`src/rtl/sieu_pkg.sv`:
```
// ----------------------------------------------------------------------------
// sieu_pkg
// Types and codes for the integer execute unit.
// ----------------------------------------------------------------------------
package sieu_pkg;

  typedef enum logic [4:0] {
    OP_CALL = 5'd0, OP_SETHI = 5'd1, OP_NOP = 5'd2, OP_BRANCH = 5'd3,
    OP_ADD = 5'd4, OP_SUB = 5'd5, OP_SUBCC = 5'd6, OP_UMUL = 5'd7,
    OP_UDIV = 5'd8, OP_AND = 5'd9, OP_ANDCC = 5'd10, OP_OR = 5'd11,
    OP_XNOR = 5'd12, OP_SLL = 5'd13, OP_SRL = 5'd14, OP_SAVE = 5'd15,
    OP_RESTORE = 5'd16, OP_WR = 5'd17, OP_JMPL = 5'd18, OP_UNIMP = 5'd19
  } op_t;

  localparam logic [1:0] ST_OK      = 2'd0;
  localparam logic [1:0] ST_ILLEGAL = 2'd1;
  localparam logic [1:0] ST_DIVZERO = 2'd2;

  localparam logic [3:0] CC_ALWAYS = 4'd8;

  typedef struct packed {
    logic [4:0]  req_type;
    logic [3:0]  cond_code;
    logic        annul_bit;
    logic [31:0] rs1_value;
    logic [31:0] operand2;
    logic [31:0] target_address;
  } in_req_t;

  typedef struct packed {
    logic [31:0] rd_value;
    logic        rd_write;
    logic [31:0] next_pc;
    logic [31:0] next_npc;
    logic [3:0]  icc_flags;
    logic [31:0] y_value;
    logic [1:0]  status;
  } out_req_t;

endpackage

```
`src/rtl/sparc_integer_execute_unit.sv`:
```
// ----------------------------------------------------------------------------
// sparc_integer_execute_unit
// Executes one decoded integer instruction and keeps pc, npc, y and icc.
// ----------------------------------------------------------------------------
// Usage:
//   in_valid/in_ready take one decoded request (in_data). The result leaves
//   on out_valid/out_ready (out_data), one result per request.
//   Simple operations and udiv by zero go from the accept to S_DONE, which
//   loads the output register and raises out_valid. umul runs a shift-add
//   loop on one shared adder, 32 iterations, and udiv runs a restoring
//   divide on the same adder, 32 iterations; both then pass S_DONE into the
//   output register.
//   in_ready is high only while no request is in work and the output
//   register is empty or being drained, so one request is in flight: a new
//   request is not taken until the last one has reached the output
//   register.
//   A stalled receiver holds the result in the output register; no new
//   request is taken until it is drained.
//   Reset (rst_n low, synchronous) sets pc 0, npc 4, y 0, icc 0 and
//   drops any request in work.
// ----------------------------------------------------------------------------
module sparc_integer_execute_unit (
  input  logic               clk,
  input  logic               rst_n,
  input  logic               in_valid,
  output logic               in_ready,
  input  sieu_pkg::in_req_t  in_data,
  output logic               out_valid,
  input  logic               out_ready,
  output sieu_pkg::out_req_t out_data
);

  typedef enum logic [1:0] {S_IDLE, S_MUL, S_DIV, S_DONE} state_t;

  state_t             state_r;
  sieu_pkg::in_req_t  req_r;
  logic [31:0]        pc_r, npc_r, y_r;
  logic [3:0]         icc_r;
  logic [31:0]        acc_r;   // mul: high partial; div: remainder
  logic [31:0]        lo_r;    // mul: low/multiplier; div: quotient
  logic [31:0]        dlo_r;   // div: remaining dividend bits
  logic               sat_r;
  logic [4:0]         cnt_r;
  logic               out_valid_r;
  sieu_pkg::out_req_t out_r;

  assign in_ready  = (state_r == S_IDLE) && (!out_valid_r || out_ready);
  assign out_valid = out_valid_r;
  assign out_data  = out_r;

  // Divide step operand: remainder shifted left with the next dividend bit
  logic [32:0] dshift;
  assign dshift = {acc_r, dlo_r[31]};

  // Shared adder: mul adds rs1, div trial-subtracts operand2
  logic [33:0] add_a, add_b, add_s;
  logic        add_cin;
  logic        dge;
  always_comb begin
    if (state_r == S_DIV) begin
      add_a   = {1'b0, dshift};
      add_b   = ~{2'b00, req_r.operand2};
      add_cin = 1'b1;
    end else begin
      add_a   = {2'b00, acc_r};
      add_b   = lo_r[0] ? {2'b00, req_r.rs1_value} : 34'd0;
      add_cin = 1'b0;
    end
    add_s = add_a + add_b + {33'd0, add_cin};
  end
  // No borrow out of the trial subtract: shifted remainder >= divisor
  assign dge = ~add_s[33];

  // Combinational result for the simple operations
  sieu_pkg::out_req_t simple;
  logic [31:0] subr, npc4;
  logic        n, z, v, c, take, sa, sb, sr;
  logic [3:0]  cc;
  always_comb begin
    npc4 = npc_r + 32'd4;
    subr = req_r.rs1_value - req_r.operand2;
    n = icc_r[3]; z = icc_r[2]; v = icc_r[1]; c = icc_r[0];
    cc = req_r.cond_code;
    case (cc[2:0])
      3'd0:    take = 1'b0;
      3'd1:    take = z;
      3'd2:    take = z | (n ^ v);
      3'd3:    take = n ^ v;
      3'd4:    take = c | z;
      3'd5:    take = c;
      3'd6:    take = n;
      default: take = v;
    endcase
    take = take ^ cc[3];
    sa = req_r.rs1_value[31]; sb = req_r.operand2[31]; sr = subr[31];
    simple.rd_value  = 32'd0;
    simple.rd_write  = 1'b1;
    simple.next_pc   = npc_r;
    simple.next_npc  = npc4;
    simple.icc_flags = icc_r;
    simple.y_value   = y_r;
    simple.status    = sieu_pkg::ST_OK;
    case (req_r.req_type)
      sieu_pkg::OP_CALL: begin
        simple.rd_value = pc_r;
        simple.next_npc = req_r.target_address;
      end
      sieu_pkg::OP_SETHI: simple.rd_value = req_r.operand2;
      sieu_pkg::OP_NOP:   simple.rd_write = 1'b0;
      sieu_pkg::OP_BRANCH: begin
        simple.rd_write = 1'b0;
        if (req_r.annul_bit && cc == sieu_pkg::CC_ALWAYS) begin
          simple.next_pc  = req_r.target_address;
          simple.next_npc = req_r.target_address + 32'd4;
        end else if (take) begin
          simple.next_npc = req_r.target_address;
        end else if (req_r.annul_bit) begin
          simple.next_pc  = npc4;
          simple.next_npc = npc_r + 32'd8;
        end
      end
      sieu_pkg::OP_ADD, sieu_pkg::OP_SAVE, sieu_pkg::OP_RESTORE:
        simple.rd_value = req_r.rs1_value + req_r.operand2;
      sieu_pkg::OP_SUB: simple.rd_value = subr;
      sieu_pkg::OP_SUBCC: begin
        simple.rd_value  = subr;
        simple.icc_flags = {sr, subr == 32'd0,
                            (sa & ~sb & ~sr) | (~sa & sb & sr),
                            (~sa & sb) | (sr & (~sa | sb))};
      end
      sieu_pkg::OP_AND: simple.rd_value = req_r.rs1_value & req_r.operand2;
      sieu_pkg::OP_ANDCC: begin
        simple.rd_value  = req_r.rs1_value & req_r.operand2;
        simple.icc_flags = {simple.rd_value[31], simple.rd_value == 32'd0, 2'b00};
      end
      sieu_pkg::OP_OR:   simple.rd_value = req_r.rs1_value | req_r.operand2;
      sieu_pkg::OP_XNOR: simple.rd_value = ~(req_r.rs1_value ^ req_r.operand2);
      sieu_pkg::OP_SLL:  simple.rd_value = req_r.rs1_value << req_r.operand2[4:0];
      sieu_pkg::OP_SRL:  simple.rd_value = req_r.rs1_value >> req_r.operand2[4:0];
      sieu_pkg::OP_WR:   simple.rd_value = req_r.rs1_value ^ req_r.operand2;
      sieu_pkg::OP_JMPL: begin
        simple.rd_value = pc_r;
        simple.next_npc = req_r.rs1_value + req_r.operand2;
      end
      default: begin
        simple.rd_write = 1'b0;
        simple.next_pc  = pc_r;
        simple.next_npc = npc_r;
        simple.status   = sieu_pkg::ST_ILLEGAL;
      end
    endcase
  end

  // Sequencer, architectural state and output register
  always_ff @(posedge clk) begin
    if (!rst_n) begin
      state_r     <= S_IDLE;
      out_valid_r <= 1'b0;
      pc_r        <= 32'd0;
      npc_r       <= 32'd4;
      y_r         <= 32'd0;
      icc_r       <= 4'd0;
    end else begin
      if (out_valid_r && out_ready) out_valid_r <= 1'b0;
      case (state_r)
        S_IDLE: begin
          if (in_valid && in_ready) begin
            req_r  <= in_data;
            // div starts its remainder from y; multiplier goes in lo_r
            acc_r  <= (in_data.req_type == sieu_pkg::OP_UDIV) ? y_r : 32'd0;
            lo_r   <= (in_data.req_type == sieu_pkg::OP_UMUL) ? in_data.operand2 : 32'd0;
            dlo_r  <= in_data.rs1_value;
            cnt_r  <= 5'd0;
            // check saturation: y >= divisor means quotient overflows
            sat_r  <= (y_r >= in_data.operand2);
            if (in_data.req_type == sieu_pkg::OP_UMUL) begin
              state_r <= S_MUL;
            end else if (in_data.req_type == sieu_pkg::OP_UDIV &&
                         in_data.operand2 != 32'd0) begin
              state_r <= S_DIV;
            end else begin
              state_r <= S_DONE;
            end
          end
        end
        S_MUL: begin
          // Add then shift the 64-bit {acc, lo} right one place
          acc_r <= add_s[32:1];
          lo_r  <= {add_s[0], lo_r[31:1]};
          cnt_r <= cnt_r + 5'd1;
          if (cnt_r == 5'd31) state_r <= S_DONE;
        end
        S_DIV: begin
          // Restoring step on {acc, dlo}; quotient bit into lo
          acc_r <= dge ? add_s[31:0] : dshift[31:0];
          lo_r  <= {lo_r[30:0], dge};
          dlo_r <= {dlo_r[30:0], 1'b0};
          cnt_r <= cnt_r + 5'd1;
          if (cnt_r == 5'd31) state_r <= S_DONE;
        end
        S_DONE: begin
          if (req_r.req_type == sieu_pkg::OP_UMUL) begin
            out_r <= '{rd_value: lo_r, rd_write: 1'b1, next_pc: npc_r,
                       next_npc: npc_r + 32'd4, icc_flags: icc_r, y_value: acc_r,
                       status: sieu_pkg::ST_OK};
            y_r   <= acc_r;
            pc_r  <= npc_r;
            npc_r <= npc_r + 32'd4;
          end else if (req_r.req_type == sieu_pkg::OP_UDIV) begin
            if (req_r.operand2 == 32'd0) begin
              out_r <= '{rd_value: 32'd0, rd_write: 1'b0, next_pc: pc_r,
                         next_npc: npc_r, icc_flags: icc_r, y_value: y_r,
                         status: sieu_pkg::ST_DIVZERO};
            end else begin
              out_r <= '{rd_value: sat_r ? 32'hFFFF_FFFF : lo_r, rd_write: 1'b1,
                         next_pc: npc_r, next_npc: npc_r + 32'd4, icc_flags: icc_r,
                         y_value: y_r, status: sieu_pkg::ST_OK};
              pc_r  <= npc_r;
              npc_r <= npc_r + 32'd4;
            end
          end else begin
            out_r <= simple;
            pc_r  <= simple.next_pc;
            npc_r <= simple.next_npc;
            icc_r <= simple.icc_flags;
          end
          out_valid_r <= 1'b1;
          state_r     <= S_IDLE;
        end
        default: state_r <= S_IDLE;
      endcase
    end
  end

endmodule

```
`config.mk`:
```
export PLATFORM = sky130hd
export DESIGN_NAME = sparc_integer_execute_unit
export DESIGN_NICKNAME = d
export VERILOG_FILES = /design/src/rtl/sieu_pkg.sv /design/src/rtl/sparc_integer_execute_unit.sv
export SDC_FILE = /design/constraint.sdc
export NUM_CORES = 2
export LEC_CHECK = 0
export ABC_AREA = 1
export ABC_CLOCK_PERIOD_IN_PS = 9900
export BUFFER_PORTS_ARGS = -buffer_cell sky130_fd_sc_hd__buf_2
export CAP_MARGIN = 20
export CORE_MARGIN = 2
export CORE_UTILIZATION = 56
export DETAILED_ROUTE_END_ITERATION = 16
export GPL_TIMING_DRIVEN = 0
export PLACE_DENSITY = 0.78
export SLEW_MARGIN = 20
export SYNTH_ARGS = -nofsm -noshare
export SYNTH_HDL_FRONTEND = slang
export SYNTH_SLANG_ARGS = --single-unit
export TNS_END_PERCENT = 20
```
`constraint.sdc`:
```
create_clock -name clk -period 9.9 [get_ports clk]
set_clock_uncertainty 0.1 [all_clocks]
set_input_delay 0.99 -clock clk [delete_from_list [all_inputs] [get_ports clk]]
set_output_delay 0.99 -clock clk [all_outputs]
set_load 0.005 [all_outputs]
```
==> out/results.txt, run 1 <==
Sink Count - 446
Num CTS Buffers - 48
Global Route Usage Sum - 0.654
Leading post-synthesis cells by cell area - edfxtp_1, nand2_1, o21ai_0
Top cell type by total area after synthesis - edfxtp_1
IO Pins - 247
DPL Wire Length - 162 mm
Global-route wire length before repair - 318 mm
Synth cell types - 64
Synth warnings - 0
Post-Syn Area per Cell - 6.81 µm²
Failed at - 5_1_grt
Clk buf depth - 3
Yosys reg bits - 446
I/O Buffers - 246
Vias in the first global route - 44700
Post-CTS Setup Bufs - 0
GRT overflow - 12
Post-Syn Area - 37200 µm²
Hold buffers post-CTS - 0
RD Place Congestion - 1.27
First error message - [ERROR GRT-0116] Global routing finished with congestion. Check the congestion regions in the DRC Viewer.
Post-Synthesis Cells - 5463
Syn nets - 5749
Yosys top cell area share - 0.277
Clk root buf - clkbuf_16
Chip height - 262 µm
Pin count of the biggest net entering global routing - 76
Status - did not finish
Synth cell count leaders - nand2_1, inv_1, o21ai_0, a21oi_1, nor2_1
Top-count cell post-synth - nand2_1
Starting Density - 0.566
Fraction of registers with async set or reset after synthesis - 0
Sequential-to-total area share from yosys stat - 0.332
CTS-repair resized insts - 0
H-tree level count - 2
Placement Rows - 94
Chip width - 262 µm
Post-synth top flop - edfxtp_1
Post-synth EDFFs - 343
Pre-CTS setup slack - 3.04 ns
per-layer routing:
metal | global-route usage | overflow
met2 | 0.842 | 1
met5 | 0.143 | 0
met4 | 0.619 | 9
met1 | 0.676 | 0
met3 | 0.463 | 2
per-stage QoR:
stage	util	hold slack [ns]	cells	cell area (µm²)
after floorplan	-	0.356	5463	37200
after global placement	0.601	0.379	6573	39500
after detailed placement	0.604	0.387	6581	39700
after CTS	0.629	0.403	6670	41400
kinds of logic after synthesis:
kind of cell	Yosys count	share of synthesized area
AND/OR/NAND/NOR	2356	0.262
AO/OA/AOI/OAI	1439	0.224
buffers and inverters	948	0.0978
flip-flops	446	0.332
adder cells (fa/ha/maj)	176	0.0602
XOR/XNOR	80	0.0188
multiplexers	18	0.00485
==> run 2: changes to the inputs <==
Settings changed: CORE_UTILIZATION 56 to 40, PLACE_DENSITY 0.78 to default, PLACE_DENSITY_LB_ADDON from default to 0.15.
==> out/results.txt, run 2 <==
Core area - 91900 µm²
Global-route wire length before repair - 318 mm
Max Slew Vio Count - 0
Post-synthesis compound-gate area fraction - 0.224 (unchanged)
DIE AREA - 95400 µm²
Post-synth EDFFs - 343 (unchanged)
Path type of the worst setup path - reg -> reg
Max cap viols - 0
Final Hold Vio Count - 0
Total Nets Final - 6061
Post-Syn Area per Cell - 6.81 µm² (unchanged)
Num CTS Buffers - 52 (+8.3%)
Via count - 44800
Worst Tran Pin Value - 1.27 ns
DPL Wire Length - 183 mm (+13%)
Vias in the first global route - 41000
Clk pin slew, worst setup/hold paths - 0.06 ns
Xor and xnor fraction of the mapped netlist area - 0.0188 (unchanged)
Share of cells above drive strength 1 - 0.0789
I/O Buffers - 246 (unchanged)
Global Route Usage Sum - 0.478
Worst hold path class - in -> reg
Max frequency - 0.131 GHz
Critical path launch point type - register
Hold WS - 0.363 ns
Post-synth top flop - edfxtp_1
Status - completed
Post-DR vias/cell - 6.33
Post-CTS Setup Bufs - 0 (unchanged)
# fillers - 9803
Drt pass-1 iters - 8
Chip width - 309 µm (+18%)
RD Place Congestion - 1.15 (-9.0%)
Worst Path Required - 10.19 ns
Crit path capture type - register
Max reg flops - 135
Post-Synthesis Cells - 5463 (unchanged)
Commonest cells after routing, fill and taps aside - nand2_1, inv_1, o21ai_0
Yosys top cell area share - 0.277 (unchanged)
CTS tree - built
Top-count cell post-synth - nand2_1
Starting DRC count in detailed routing - 6894
Power Density - 232 nW/µm²
Leading post-synthesis cells by cell area - edfxtp_1, nand2_1, o21ai_0
Peak supply drop - 179 µV
Most common cell after layout, fill and taps aside - nand2_1
Synth warnings - 0 (unchanged)
Pin count of the biggest net entering global routing - 75
GRT overflow - 0
Mux cell area share after synthesis - 0.00485 (unchanged)
Worst EP arrival - 7.93 ns
RSZ-0062 raised after global routing - no
CTS-repair resized insts - 0 (unchanged)
Hold buffers post-CTS - 0 (unchanged)
Sink Count - 446 (unchanged)
Setup Viol. Count Final - 0
Largest family of logic cells by synthesized area - simple AND/OR/NAND/NOR gates
Top cell type by total area after synthesis - edfxtp_1
Post-Syn Area - 37200 µm² (unchanged)
Slew Limit Headroom - 0.154
H-tree level count - 2 (unchanged)
Synth cell count leaders - nand2_1, inv_1, o21ai_0, a21oi_1, nor2_1
LEAKAGE - 17.8 nW
IO Pins - 247 (unchanged)
Clock latency on the worst-skew pair - 0.71 ns
Starting Density - 0.404 (-0.161)
Antenna-violating nets left - 0
Synth cell types - 64 (unchanged)
Initial antenna violation count - 32
Final period utilization - 0.771
Yosys reg bits - 446 (unchanged)
Post-route DRC - 0
Syn nets - 5749 (unchanged)
Routed length per instance - 32.7 µm
Placement Rows - 111 (+18%)
Clk root buf - clkbuf_16
Chip height - 309 µm (+18%)
Clk buf depth - 3 (unchanged)
Fraction of registers with async set or reset after synthesis - 0 (unchanged)
CP Max Fanout - 10
Min Tclk post-route - 7.64 ns
Post-synthesis adder-cell area fraction - 0.0602 (unchanged)
Total power - 0.00978 W
Final Util - 0.459
Routed WL - 232 mm
Area delta synth->final - 13.4%
Post-synthesis simple-gate area fraction - 0.262 (unchanged)
Sequential-to-total area share from yosys stat - 0.332 (unchanged)
run 2: cell counts after synthesis:
No cell type changed its count.
run 2: area by class of cell:
cell class	instances	area, µm²	area share
Multi-Input combinational cell	4069	21200	0.503
Timing Repair Buffer	258	1440	0.0342
Clock inverter	30	478	0.0113
Sequential cell	446	12400	0.293
Tap cell	1243	1560	0.0369
Inverter	628	2370	0.0562
Buffer	320	1280	0.0303
Clock buffer	66	1400	0.0331
Antenna cell	25	62.6	0.00148
run 2: routing by layer:
| layer | vias up | GRT usage | routed length [µm] |
|---|---|---|---|
| met1 | 21100 | 0.567 | 83800 |
| met5 | - | 0.00809 | 172 |
| met4 | 24 | 0.412 | 25600 |
| li1 | 19300 | - | - |
| met2 | 3388 | 0.693 | 94700 |
| met3 | 1049 | 0.159 | 27700 |
run 2: worst paths after layout:
kind	from	end	slack, ns	cells after the start
worst min-delay path	in_data[15]	req_r[15]	0.36	1
worst max-delay path	state_r[0]	acc_r[4]	2.26	26
worst min register to register	y_r[1]	y_r[1]	0.40	2
worst max register to register	state_r[0]	acc_r[4]	2.26	26
run 2: logic make-up after synthesis:
kind of cell	count (synthesis)
AO/OA/AOI/OAI	1439
XOR/XNOR	80
adder cells (fa/ha/maj)	176
buffers and inverters	948
flip-flops	446
multiplexers	18
AND/OR/NAND/NOR	2356
run 2: critical path, cell delays in order, from the launching register on:
cell      delay [ns]
dfxtp_1         0.34
inv_1           0.11
ha_1            0.45
clkbuf_1        0.67
nor2_1          0.16
inv_1           0.27
clkbuf_1        0.50
o22ai_1         0.28
ha_1            0.42
a21oi_1         0.17
nand2_1         0.11
a21oi_1         0.32
inv_1           0.12
a21oi_1         0.23
o21ai_0         0.33
nand2_1         0.22
nand2_1         0.07
nand2_1         0.10
a21oi_1         0.12
ha_1            0.34
clkbuf_1        0.44
clkinv_1        0.43
clkbuf_1        0.41
o21ai_0         0.25
o22ai_1         0.11
nand2_1         0.13
o31ai_1         0.09
run 2: through the flow:
stage | cell area (µm²) | setup TNS [ns] | cells | worst slack [ns]
3_3_place_gp | 40000 | -13.31 | 6952 | -0.157
5_1_grt | 42100 | 0 | 7062 | 2.06
3_5_place_dp | 40200 | 0 | 6960 | 2.71
6_report | 42200 | 0 | 7085 | 2.26
2_1_floorplan | 37200 | 0 | 5463 | 3.43
4_1_cts | 42000 | 0 | 7056 | 2.70
run 2: where the power goes:
group	internal, W	switching, W	total (W)	leakage, nW
clock	0.00127	0.000898	0.00217	0.897
sequential	0.00242	0.000310	0.00273	4.02
combinational	0.00120	0.00367	0.00487	12.9
total	0.00489	0.00488	0.00978	17.8
Power figures use the tool's default switching activity.
